--- config.mk ---
export PLATFORM = sky130hd
export DESIGN_NAME = stopwatch_controller_top
export DESIGN_NICKNAME = d
export VERILOG_FILES = /design/src/rtl/core/stpw_pkg.sv /design/src/rtl/core/stopwatch_controller_top.sv /design/src/rtl/core/stpw_dots.sv /design/src/rtl/core/stpw_core.sv
export SDC_FILE = /design/constraint.sdc
export NUM_CORES = 2
export LEC_CHECK = 0
export BUFFER_PORTS_ARGS = -buffer_cell sky130_fd_sc_hd__buf_4
export CAP_MARGIN = 20
export CORE_MARGIN = 2
export CORE_UTILIZATION = 33
export CTS_CLUSTER_SIZE = 14
export DETAILED_ROUTE_END_ITERATION = 10
export GPL_ROUTABILITY_DRIVEN = 1
export RECOVER_POWER = 50
export SLEW_MARGIN = 0
export SYNTH_ARGS = -nofsm -noshare
export SYNTH_HDL_FRONTEND = slang
export SYNTH_SLANG_ARGS = --single-unit
--- constraint.sdc ---
create_clock -name clk_i -period 16.29 [get_ports clk_i]
set_input_delay 2.4435 -clock clk_i [delete_from_list [all_inputs] [get_ports clk_i]]
set_output_delay 2.4435 -clock clk_i [all_outputs]
set_load 0.1 [all_outputs]
--- src/rtl/core/stpw_pkg.sv ---
`timescale 1ns / 1ps
// ----------------------------------------------------------------------------
// stpw_pkg
// Shared types, constants and digit helpers for the stopwatch controller.
// ----------------------------------------------------------------------------
package stpw_pkg;

  // Operating modes
  typedef enum logic [1:0] {
    MODE_STOP  = 2'd0,
    MODE_RUN   = 2'd1,
    MODE_CLEAR = 2'd2
  } mode_e;

  // Register map (index is paddr bit 2)
  localparam int unsigned PADDR_W   = 3;
  localparam int unsigned PDATA_W   = 32;
  localparam logic        REG_TICK  = 1'b0;
  localparam logic        REG_CHASE = 1'b1;

  localparam int unsigned PERIOD_W         = 10;
  localparam logic [PERIOD_W-1:0] TICK_RST  = 10'd100;
  localparam logic [PERIOD_W-1:0] CHASE_RST = 10'd100;

  // LED patterns
  localparam logic [7:0] CHASE_INIT  = 8'h01;
  localparam logic [7:0] STATUS_STOP = 8'h20;
  localparam logic [7:0] STATUS_RUN  = 8'h80;

  // Reciprocals for dividing now_ms/4 by 25 and by 125 (exact for 30-bit values)
  localparam logic [29:0] RECIP_25     = 30'd687194768;
  localparam int unsigned SHIFT_25     = 34;
  localparam logic [30:0] RECIP_125    = 31'd1099511628;
  localparam int unsigned SHIFT_125    = 37;

  typedef struct packed {
    logic [PERIOD_W-1:0] tick_period_ms;
    logic [PERIOD_W-1:0] chase_period_ms;
  } cfg_t;

  typedef struct packed {
    logic [31:0] now_ms;
    logic        run_stop_pressed;
    logic        clear_pressed;
  } in_item_t;

  // Poll after the dot stage
  typedef struct packed {
    logic [31:0] now_ms;
    logic        run_stop_pressed;
    logic        clear_pressed;
    logic        dot_slow;
    logic        dot_fast;
  } mid_item_t;

  typedef struct packed {
    logic [3:0] digit_min_ones;
    logic [2:0] digit_sec_tens;
    logic [3:0] digit_sec_ones;
    logic [3:0] digit_tenths;
    logic       dot_slow;
    logic       dot_fast;
    logic [7:0] led_chase;
    logic [7:0] led_status;
    logic [1:0] mode_now;
    logic [4:0] hours_now;
  } out_item_t;

  // Tens digit of a value 0..59
  function automatic logic [2:0] tens_digit(input logic [5:0] v);
    logic [2:0] t;
    begin
      if (v >= 6'd50)      t = 3'd5;
      else if (v >= 6'd40) t = 3'd4;
      else if (v >= 6'd30) t = 3'd3;
      else if (v >= 6'd20) t = 3'd2;
      else if (v >= 6'd10) t = 3'd1;
      else                 t = 3'd0;
      return t;
    end
  endfunction

  // Ones digit of a value 0..59
  function automatic logic [3:0] ones_digit(input logic [5:0] v);
    logic [5:0] rem;
    begin
      rem = v - (6'(tens_digit(v)) * 6'd10);
      return rem[3:0];
    end
  endfunction

endpackage

--- src/rtl/core/stopwatch_controller_top.sv ---
`timescale 1ns / 1ps
// ----------------------------------------------------------------------------
// stopwatch_controller_top
// Run/stop/clear stopwatch fed by millisecond polls, with display and LEDs.
// ----------------------------------------------------------------------------
//  channel  | signals                              | item
//  ---------+--------------------------------------+----------------------
//  poll in  | in_valid_i, in_stall_o, in_item_i    | now_ms, two buttons
//  result   | out_valid_o, out_stall_i, out_item_o | digits, dots, LEDs
//  config   | psel, penable, pwrite, paddr, pwdata | two 10-bit periods
//
// One item per cycle sustained while out_stall_i is low, through the input register,
// blink dot multiply stage, then the state update into the result register.
// Reset returns to STOP with zero time and both periods at 100 ms.
// A stalled result holds; the pipeline keeps taking polls until its three
// stages are full, then raises in_stall_o.
// ----------------------------------------------------------------------------
module stopwatch_controller_top (
  input  logic                          clk_i,
  input  logic                          rst_ni,
  input  logic                          in_valid_i,
  output logic                          in_stall_o,
  input  stpw_pkg::in_item_t            in_item_i,
  output logic                          out_valid_o,
  input  logic                          out_stall_i,
  output stpw_pkg::out_item_t           out_item_o,
  input  logic                          psel,
  input  logic                          penable,
  input  logic                          pwrite,
  input  logic [stpw_pkg::PADDR_W-1:0]  paddr,
  input  logic [stpw_pkg::PDATA_W-1:0]  pwdata,
  output logic [stpw_pkg::PDATA_W-1:0]  prdata,
  output logic                          pready
);

  stpw_pkg::cfg_t      cfg_q;
  stpw_pkg::in_item_t  in_q;
  stpw_pkg::mid_item_t mid_q, mid_d;
  logic in_valid_q, mid_valid_q, out_valid_q;
  logic in_ready, mid_ready, out_ready, step;
  logic dot_slow, dot_fast;
  logic cfg_wr;

  // Configuration writes
  assign pready = 1'b1;
  assign cfg_wr = psel && penable && pwrite && pready;

  always_ff @(posedge clk_i or negedge rst_ni) begin
    if (!rst_ni) begin
      cfg_q.tick_period_ms  <= stpw_pkg::TICK_RST;
      cfg_q.chase_period_ms <= stpw_pkg::CHASE_RST;
    end else if (cfg_wr) begin
      case (paddr[2])
        stpw_pkg::REG_TICK:  cfg_q.tick_period_ms  <= pwdata[stpw_pkg::PERIOD_W-1:0];
        stpw_pkg::REG_CHASE: cfg_q.chase_period_ms <= pwdata[stpw_pkg::PERIOD_W-1:0];
        default: ;
      endcase
    end
  end

  // Register readback
  always_comb begin
    case (paddr[2])
      stpw_pkg::REG_TICK:  prdata = stpw_pkg::PDATA_W'(cfg_q.tick_period_ms);
      stpw_pkg::REG_CHASE: prdata = stpw_pkg::PDATA_W'(cfg_q.chase_period_ms);
      default:             prdata = '0;
    endcase
  end

  // Pipeline flow control
  assign out_ready  = !out_valid_q || !out_stall_i;
  assign mid_ready  = !mid_valid_q || out_ready;
  assign in_ready   = !in_valid_q || mid_ready;
  assign step       = mid_valid_q && out_ready;
  assign in_stall_o = !in_ready;

  always_ff @(posedge clk_i or negedge rst_ni) begin
    if (!rst_ni) begin
      in_valid_q  <= 1'b0;
      mid_valid_q <= 1'b0;
      out_valid_q <= 1'b0;
    end else begin
      if (in_ready)  in_valid_q  <= in_valid_i;
      if (mid_ready) mid_valid_q <= in_valid_q;
      if (out_ready) out_valid_q <= mid_valid_q;
    end
  end

  // Input register
  always_ff @(posedge clk_i) begin
    if (in_ready && in_valid_i) begin
      in_q <= in_item_i;
    end
  end

  // Blink dot stage
  stpw_dots u_dots (
    .now_ms_i   (in_q.now_ms),
    .dot_slow_o (dot_slow),
    .dot_fast_o (dot_fast)
  );

  always_comb begin
    mid_d.now_ms           = in_q.now_ms;
    mid_d.run_stop_pressed = in_q.run_stop_pressed;
    mid_d.clear_pressed    = in_q.clear_pressed;
    mid_d.dot_slow         = dot_slow;
    mid_d.dot_fast         = dot_fast;
  end

  always_ff @(posedge clk_i) begin
    if (mid_ready && in_valid_q) begin
      mid_q <= mid_d;
    end
  end

  // State update and result register
  stpw_core u_core (
    .clk_i    (clk_i),
    .rst_ni   (rst_ni),
    .step_i   (step),
    .cfg_i    (cfg_q),
    .item_i   (mid_q),
    .result_o (out_item_o)
  );

  assign out_valid_o = out_valid_q;

endmodule

--- src/rtl/core/stpw_dots.sv ---
`timescale 1ns / 1ps
// ----------------------------------------------------------------------------
// stpw_dots
// Blink dot phases: bit 0 of now_ms/100 and of now_ms/500.
// ----------------------------------------------------------------------------
module stpw_dots (
  input  logic [31:0] now_ms_i,
  output logic        dot_slow_o,
  output logic        dot_fast_o
);

  logic [29:0] quarter;
  logic [59:0] prod_fast;
  logic [60:0] prod_slow;

  // Divide by 4 first, then by 25 or 125 through a reciprocal multiply
  assign quarter   = now_ms_i[31:2];
  assign prod_fast = 60'(quarter) * 60'(stpw_pkg::RECIP_25);
  assign prod_slow = 61'(quarter) * 61'(stpw_pkg::RECIP_125);

  assign dot_fast_o = prod_fast[stpw_pkg::SHIFT_25];
  assign dot_slow_o = prod_slow[stpw_pkg::SHIFT_125];

endmodule

--- src/rtl/core/stpw_core.sv ---
`timescale 1ns / 1ps
// ----------------------------------------------------------------------------
// stpw_core
// Stopwatch state: time counters, mode, LED patterns and the result register.
// ----------------------------------------------------------------------------
module stpw_core (
  input  logic                 clk_i,
  input  logic                 rst_ni,
  input  logic                 step_i,
  input  stpw_pkg::cfg_t       cfg_i,
  input  stpw_pkg::mid_item_t  item_i,
  output stpw_pkg::out_item_t  result_o
);

  stpw_pkg::mode_e mode_q, mode_d;
  logic [3:0]  tenths_q, tenths_d, tenths_a;
  logic [5:0]  seconds_q, seconds_d, seconds_a;
  logic [5:0]  minutes_q, minutes_d, minutes_a;
  logic [4:0]  hours_q, hours_d, hours_a;
  logic [31:0] last_tick_q, last_tick_d;
  logic [31:0] last_chase_q, last_chase_d;
  logic [7:0]  chase_q, chase_d, chase_b;
  logic [7:0]  status_d;
  logic [31:0] tick_diff, chase_diff;
  logic        tick_due, chase_due;
  stpw_pkg::out_item_t result_d, result_q;

  // Elapsed time since the last tick and the last rotation
  assign tick_diff  = item_i.now_ms - last_tick_q;
  assign chase_diff = item_i.now_ms - last_chase_q;
  assign tick_due   = tick_diff >= 32'(cfg_i.tick_period_ms);
  assign chase_due  = chase_diff >= 32'(cfg_i.chase_period_ms);
  assign last_tick_d = tick_due ? item_i.now_ms : last_tick_q;

  // Advance time by one tenth on a tick in the old RUN mode
  always_comb begin
    tenths_a  = tenths_q;
    seconds_a = seconds_q;
    minutes_a = minutes_q;
    hours_a   = hours_q;
    if (tick_due && (mode_q == stpw_pkg::MODE_RUN)) begin
      if (tenths_q == 4'd9) begin
        tenths_a = 4'd0;
        if (seconds_q == 6'd59) begin
          seconds_a = 6'd0;
          if (minutes_q == 6'd59) begin
            minutes_a = 6'd0;
            hours_a   = (hours_q == 5'd23) ? 5'd0 : hours_q + 5'd1;
          end else begin
            minutes_a = minutes_q + 6'd1;
          end
        end else begin
          seconds_a = seconds_q + 6'd1;
        end
      end else begin
        tenths_a = tenths_q + 4'd1;
      end
    end
  end

  // Next mode
  always_comb begin
    case (mode_q)
      stpw_pkg::MODE_RUN: begin
        mode_d = item_i.run_stop_pressed ? stpw_pkg::MODE_STOP : stpw_pkg::MODE_RUN;
      end
      stpw_pkg::MODE_CLEAR: begin
        mode_d = stpw_pkg::MODE_STOP;
      end
      stpw_pkg::MODE_STOP: begin
        if (item_i.run_stop_pressed)   mode_d = stpw_pkg::MODE_RUN;
        else if (item_i.clear_pressed) mode_d = stpw_pkg::MODE_CLEAR;
        else                           mode_d = stpw_pkg::MODE_STOP;
      end
      default: begin
        mode_d = stpw_pkg::MODE_STOP;
      end
    endcase
  end

  // Clear time on leaving CLEAR, then update the LEDs from the new mode
  always_comb begin
    if (mode_q == stpw_pkg::MODE_CLEAR) begin
      tenths_d  = 4'd0;
      seconds_d = 6'd0;
      minutes_d = 6'd0;
      hours_d   = 5'd0;
      chase_b   = stpw_pkg::CHASE_INIT;
    end else begin
      tenths_d  = tenths_a;
      seconds_d = seconds_a;
      minutes_d = minutes_a;
      hours_d   = hours_a;
      chase_b   = chase_q;
    end
    last_chase_d = last_chase_q;
    chase_d      = chase_b;
    status_d     = stpw_pkg::STATUS_STOP;
    case (mode_d)
      stpw_pkg::MODE_RUN: begin
        status_d = stpw_pkg::STATUS_RUN;
        if (chase_due) begin
          last_chase_d = item_i.now_ms;
          chase_d      = {chase_b[6:0], chase_b[7]};
        end
      end
      stpw_pkg::MODE_CLEAR: begin
        chase_d = stpw_pkg::CHASE_INIT;
      end
      default: begin
        status_d = stpw_pkg::STATUS_STOP;
      end
    endcase
  end

  // Assemble the result item
  always_comb begin
    result_d.digit_min_ones = stpw_pkg::ones_digit(minutes_d);
    result_d.digit_sec_tens = stpw_pkg::tens_digit(seconds_d);
    result_d.digit_sec_ones = stpw_pkg::ones_digit(seconds_d);
    result_d.digit_tenths   = tenths_d;
    result_d.dot_slow       = (mode_d == stpw_pkg::MODE_RUN) && item_i.dot_slow;
    result_d.dot_fast       = (mode_d == stpw_pkg::MODE_RUN) && item_i.dot_fast;
    result_d.led_chase      = chase_d;
    result_d.led_status     = status_d;
    result_d.mode_now       = mode_d;
    result_d.hours_now      = hours_d;
  end

  // Hold state between items
  always_ff @(posedge clk_i or negedge rst_ni) begin
    if (!rst_ni) begin
      mode_q       <= stpw_pkg::MODE_STOP;
      tenths_q     <= 4'd0;
      seconds_q    <= 6'd0;
      minutes_q    <= 6'd0;
      hours_q      <= 5'd0;
      last_tick_q  <= 32'd0;
      last_chase_q <= 32'd0;
      chase_q      <= stpw_pkg::CHASE_INIT;
    end else if (step_i) begin
      mode_q       <= mode_d;
      tenths_q     <= tenths_d;
      seconds_q    <= seconds_d;
      minutes_q    <= minutes_d;
      hours_q      <= hours_d;
      last_tick_q  <= last_tick_d;
      last_chase_q <= last_chase_d;
      chase_q      <= chase_d;
    end
  end

  // Result register
  always_ff @(posedge clk_i) begin
    if (step_i) begin
      result_q <= result_d;
    end
  end

  assign result_o = result_q;

endmodule

==> reports/metrics.cfg <==
[status]
status = finished with violations
violations = max-capacitance violations, max-slew violations

[sta]
totalNegativeSetupSlack_ns = 0
period_share_pct = 47.1
report.final.slew_viol_count = 351
rsz0062_at_grt = false
fmax_mhz = 130
min_period_ns = 7.68
worst_pin_slew_ns = 3.50
clock_skew_ns = 0.0496
setup-violations-final = 0
relSlewSlack_pct = -133
final_hold_viol_count = 0

[clock_tree]
cts_made_buffers = 29
cts_resized = 0
cts.sinks = 222
ctsHoldBuffers = 0
tritoncts = yes
clock_path_buffers = 3
htreeDepth = 1
cts_setup_buffers = 0
cts.clk_slew.worst_paths_ns = 0.06
cts-root-buf = clkbuf_16
clock_latency_ns = 0.60

[logic_synthesis]
ys_types = 100
yosys_register_bits = 222
yosys.area.top_type = fa_1
synth_area_leaders = fa_1 (25%), ha_1 (20%), edfxtp_1 (11%), dfrtp_1 (9.7%), inv_1 (8.4%)
syn_inst = 2847
synth_flop_cell = dfrtp_1
synth-edff-count = 104
ys_seq_area_share_pct = 21.2
synthesis.area_um2 = 28800
synth-async-reset-ratio_pct = 53.2
synth_top_area_share_pct = 24.8
syn_area_per_cell_um2 = 10.1
synthTopCellsByCount = inv_1 (646), ha_1 (453), fa_1 (357)
yosysWarnings = 0
yosysMostFrequentCell = inv_1

[layout]
areaGrowthSynthToFinish_pct = 9.87
utilization_pct = 36.5
drive_above_1_share_pct = 8.16
fill_cells = 8622
fin_nets = 3840

[routing]
remaining_drc_errors = 0
via_per_inst = 4.80
wl_per_cell_um = 17.8
ant_nets = 0
vias = 19830
drtIter0Drc = 1068
drt-total-wl_um = 73400
first_pass_iters = 6

[hold_path]
whs_path_depth = 0
min_path_type = reg -> reg

[global_routing]
grt_pass1_wl_um = 118000
grtUsageTotal_pct = 16.8
grt_pass1_vias = 20861
grt.overflow.total = 0
grt_max_degree = 64
antenna_found_initial = 0

[worst_setup_path]
r2r-start = in_q[11]
rr_worst_depth = 24
cp-startpoint = in_q[11]
rrSetupSlack_ns = 8.61
path_class = reg -> reg
endpoint_kind = register
timing.rr.end = mid_q[1]
cp_data_arrival_time_ns = 8.03
cp.required_ns = 16.64
cp_max_fo = 17
worstSetupStartpointType = register
critPathCapture = mid_q[1]

[floorplanning]
design.die.area_um2 = 89600
initial_core_util_pct = 33.2
fp.dieW_um = 299
core-area_um2 = 86600
ios = 151
rows = 108
die_h_um = 299

[place]
numPortBuffers = 97
gp_congestion = 0.904
dpl.hpwl_um = 59400

[run]
cap_violations = 12

==> layer usage <==
| layer | up-vias | GRT usage (%) | share of wire (%) |
|---|---|---|---|
| met5 | - | 0 | 0 |
| met4 | 0 | 4.19 | 2.6 |
| met3 | 105 | 1.74 | 3.8 |
| met2 | 370 | 29.3 | 49 |
| met1 | 9744 | 22.4 | 45 |
| li1 | 9611 | - | - |
==> stage by stage <==
stage | cell area, um2 | instances | setup slack, ns | hold WS [ns]
finish | 31600 | 4133 | 8.61 | 0.412
global route | 31600 | 4132 | 7.51 | 0.420
CTS | 31700 | 4132 | 9.19 | 0.416
detailed placement | 30900 | 4078 | 9.13 | 0.407
global placement | 30900 | 4078 | 9.20 | 0.403
floorplan | 28900 | 2874 | 9.13 | 0.400
==> cell usage in the layout (no fill, tap or decap), types with 14 or more instances in the layout <==
cell	instances
nand2_1	140
o21ai_0	125
and3_1	17
nor2_1	89
xor2_1	22
buf_4	65
clkbuf_16	29
nor2b_1	21
inv_1	645
a21o_1	46
edfxtp_1	104
dfrtp_1	111
clkbuf_1	46
conb_1	29
nand2b_1	27
ha_1	453
o21a_1	14
a21oi_1	99
nand3_1	34
nand4_1	32
nor3_1	31
xnor2_1	66
or3_1	17
a211oi_1	14
mux2_2	63
fa_1	357
clkbuf_4	28
==> layout make-up <==
type                            instances  area (um2)  area share, %
Antenna cell                            1        2.50        0.00792
Inverter                              647        2430           7.68
Timing Repair Buffer                  128         830           2.62
Clock inverter                         14         106          0.336
Tap cell                             1155        1450           4.57
Multi-Input combinational cell       1926       19900           63.1
Sequential cell                       222        6080           19.3
Clock buffer                           40         767           2.43
==> cell families after synthesis <==
kind of cell	Yosys count	share of synthesized area, %
xor+xnor	88	2.68
buf+inv	726	9.93
simple gates	480	8.51
compound gates	442	10.2
flops	222	21.2
other cells	2	0.0261
fa+ha+maj	811	44.6
mux	76	2.92
==> how the worst min path moves through the flow <==
stage          startpoint        to  slack [ns]
6_report          in_q[1]  mid_q[3]        0.41
5_1_grt           in_q[1]  mid_q[3]        0.42
4_1_cts           in_q[1]  mid_q[3]        0.42
3_5_place_dp      in_q[1]  mid_q[3]        0.41
3_3_place_gp      in_q[2]  mid_q[4]        0.40
2_1_floorplan     in_q[0]  mid_q[2]        0.40
==> sequential cells by signal, summed over array words and instances, names as in the netlist, 2 cells and up <==
signal	cells
cfg_q	20
in_q	34
mid_q	36
u_core.chase_q	8
u_core.hours_q	5
u_core.last_chase_q	32
u_core.last_tick_q	32
u_core.minutes_q	6
u_core.mode_q	2
u_core.result_o	34
u_core.seconds_q	6
u_core.tenths_q	4
==> critical path: stages, from the launching register on <==
cell      delay [ns]
edfxtp_1        0.32
clkbuf_1        1.15
ha_1            0.50
ha_1            0.31
fa_1            0.55
inv_1           0.05
fa_1            0.48
inv_1           0.06
fa_1            0.54
inv_1           0.06
fa_1            0.58
inv_1           0.07
fa_1            0.56
fa_1            0.42
ha_1            0.32
nor2b_1         0.13
o21ai_0         0.14
nand2b_1        0.08
a21oi_1         0.14
nor2b_1         0.05
o21ai_0         0.17
nand2b_1        0.08
a21oi_1         0.35
o21ai_0         0.19
xnor2_1         0.15
Power is not shown: default switching activity piles up to over one toggle a cycle in this logic, so the estimate is an artifact.
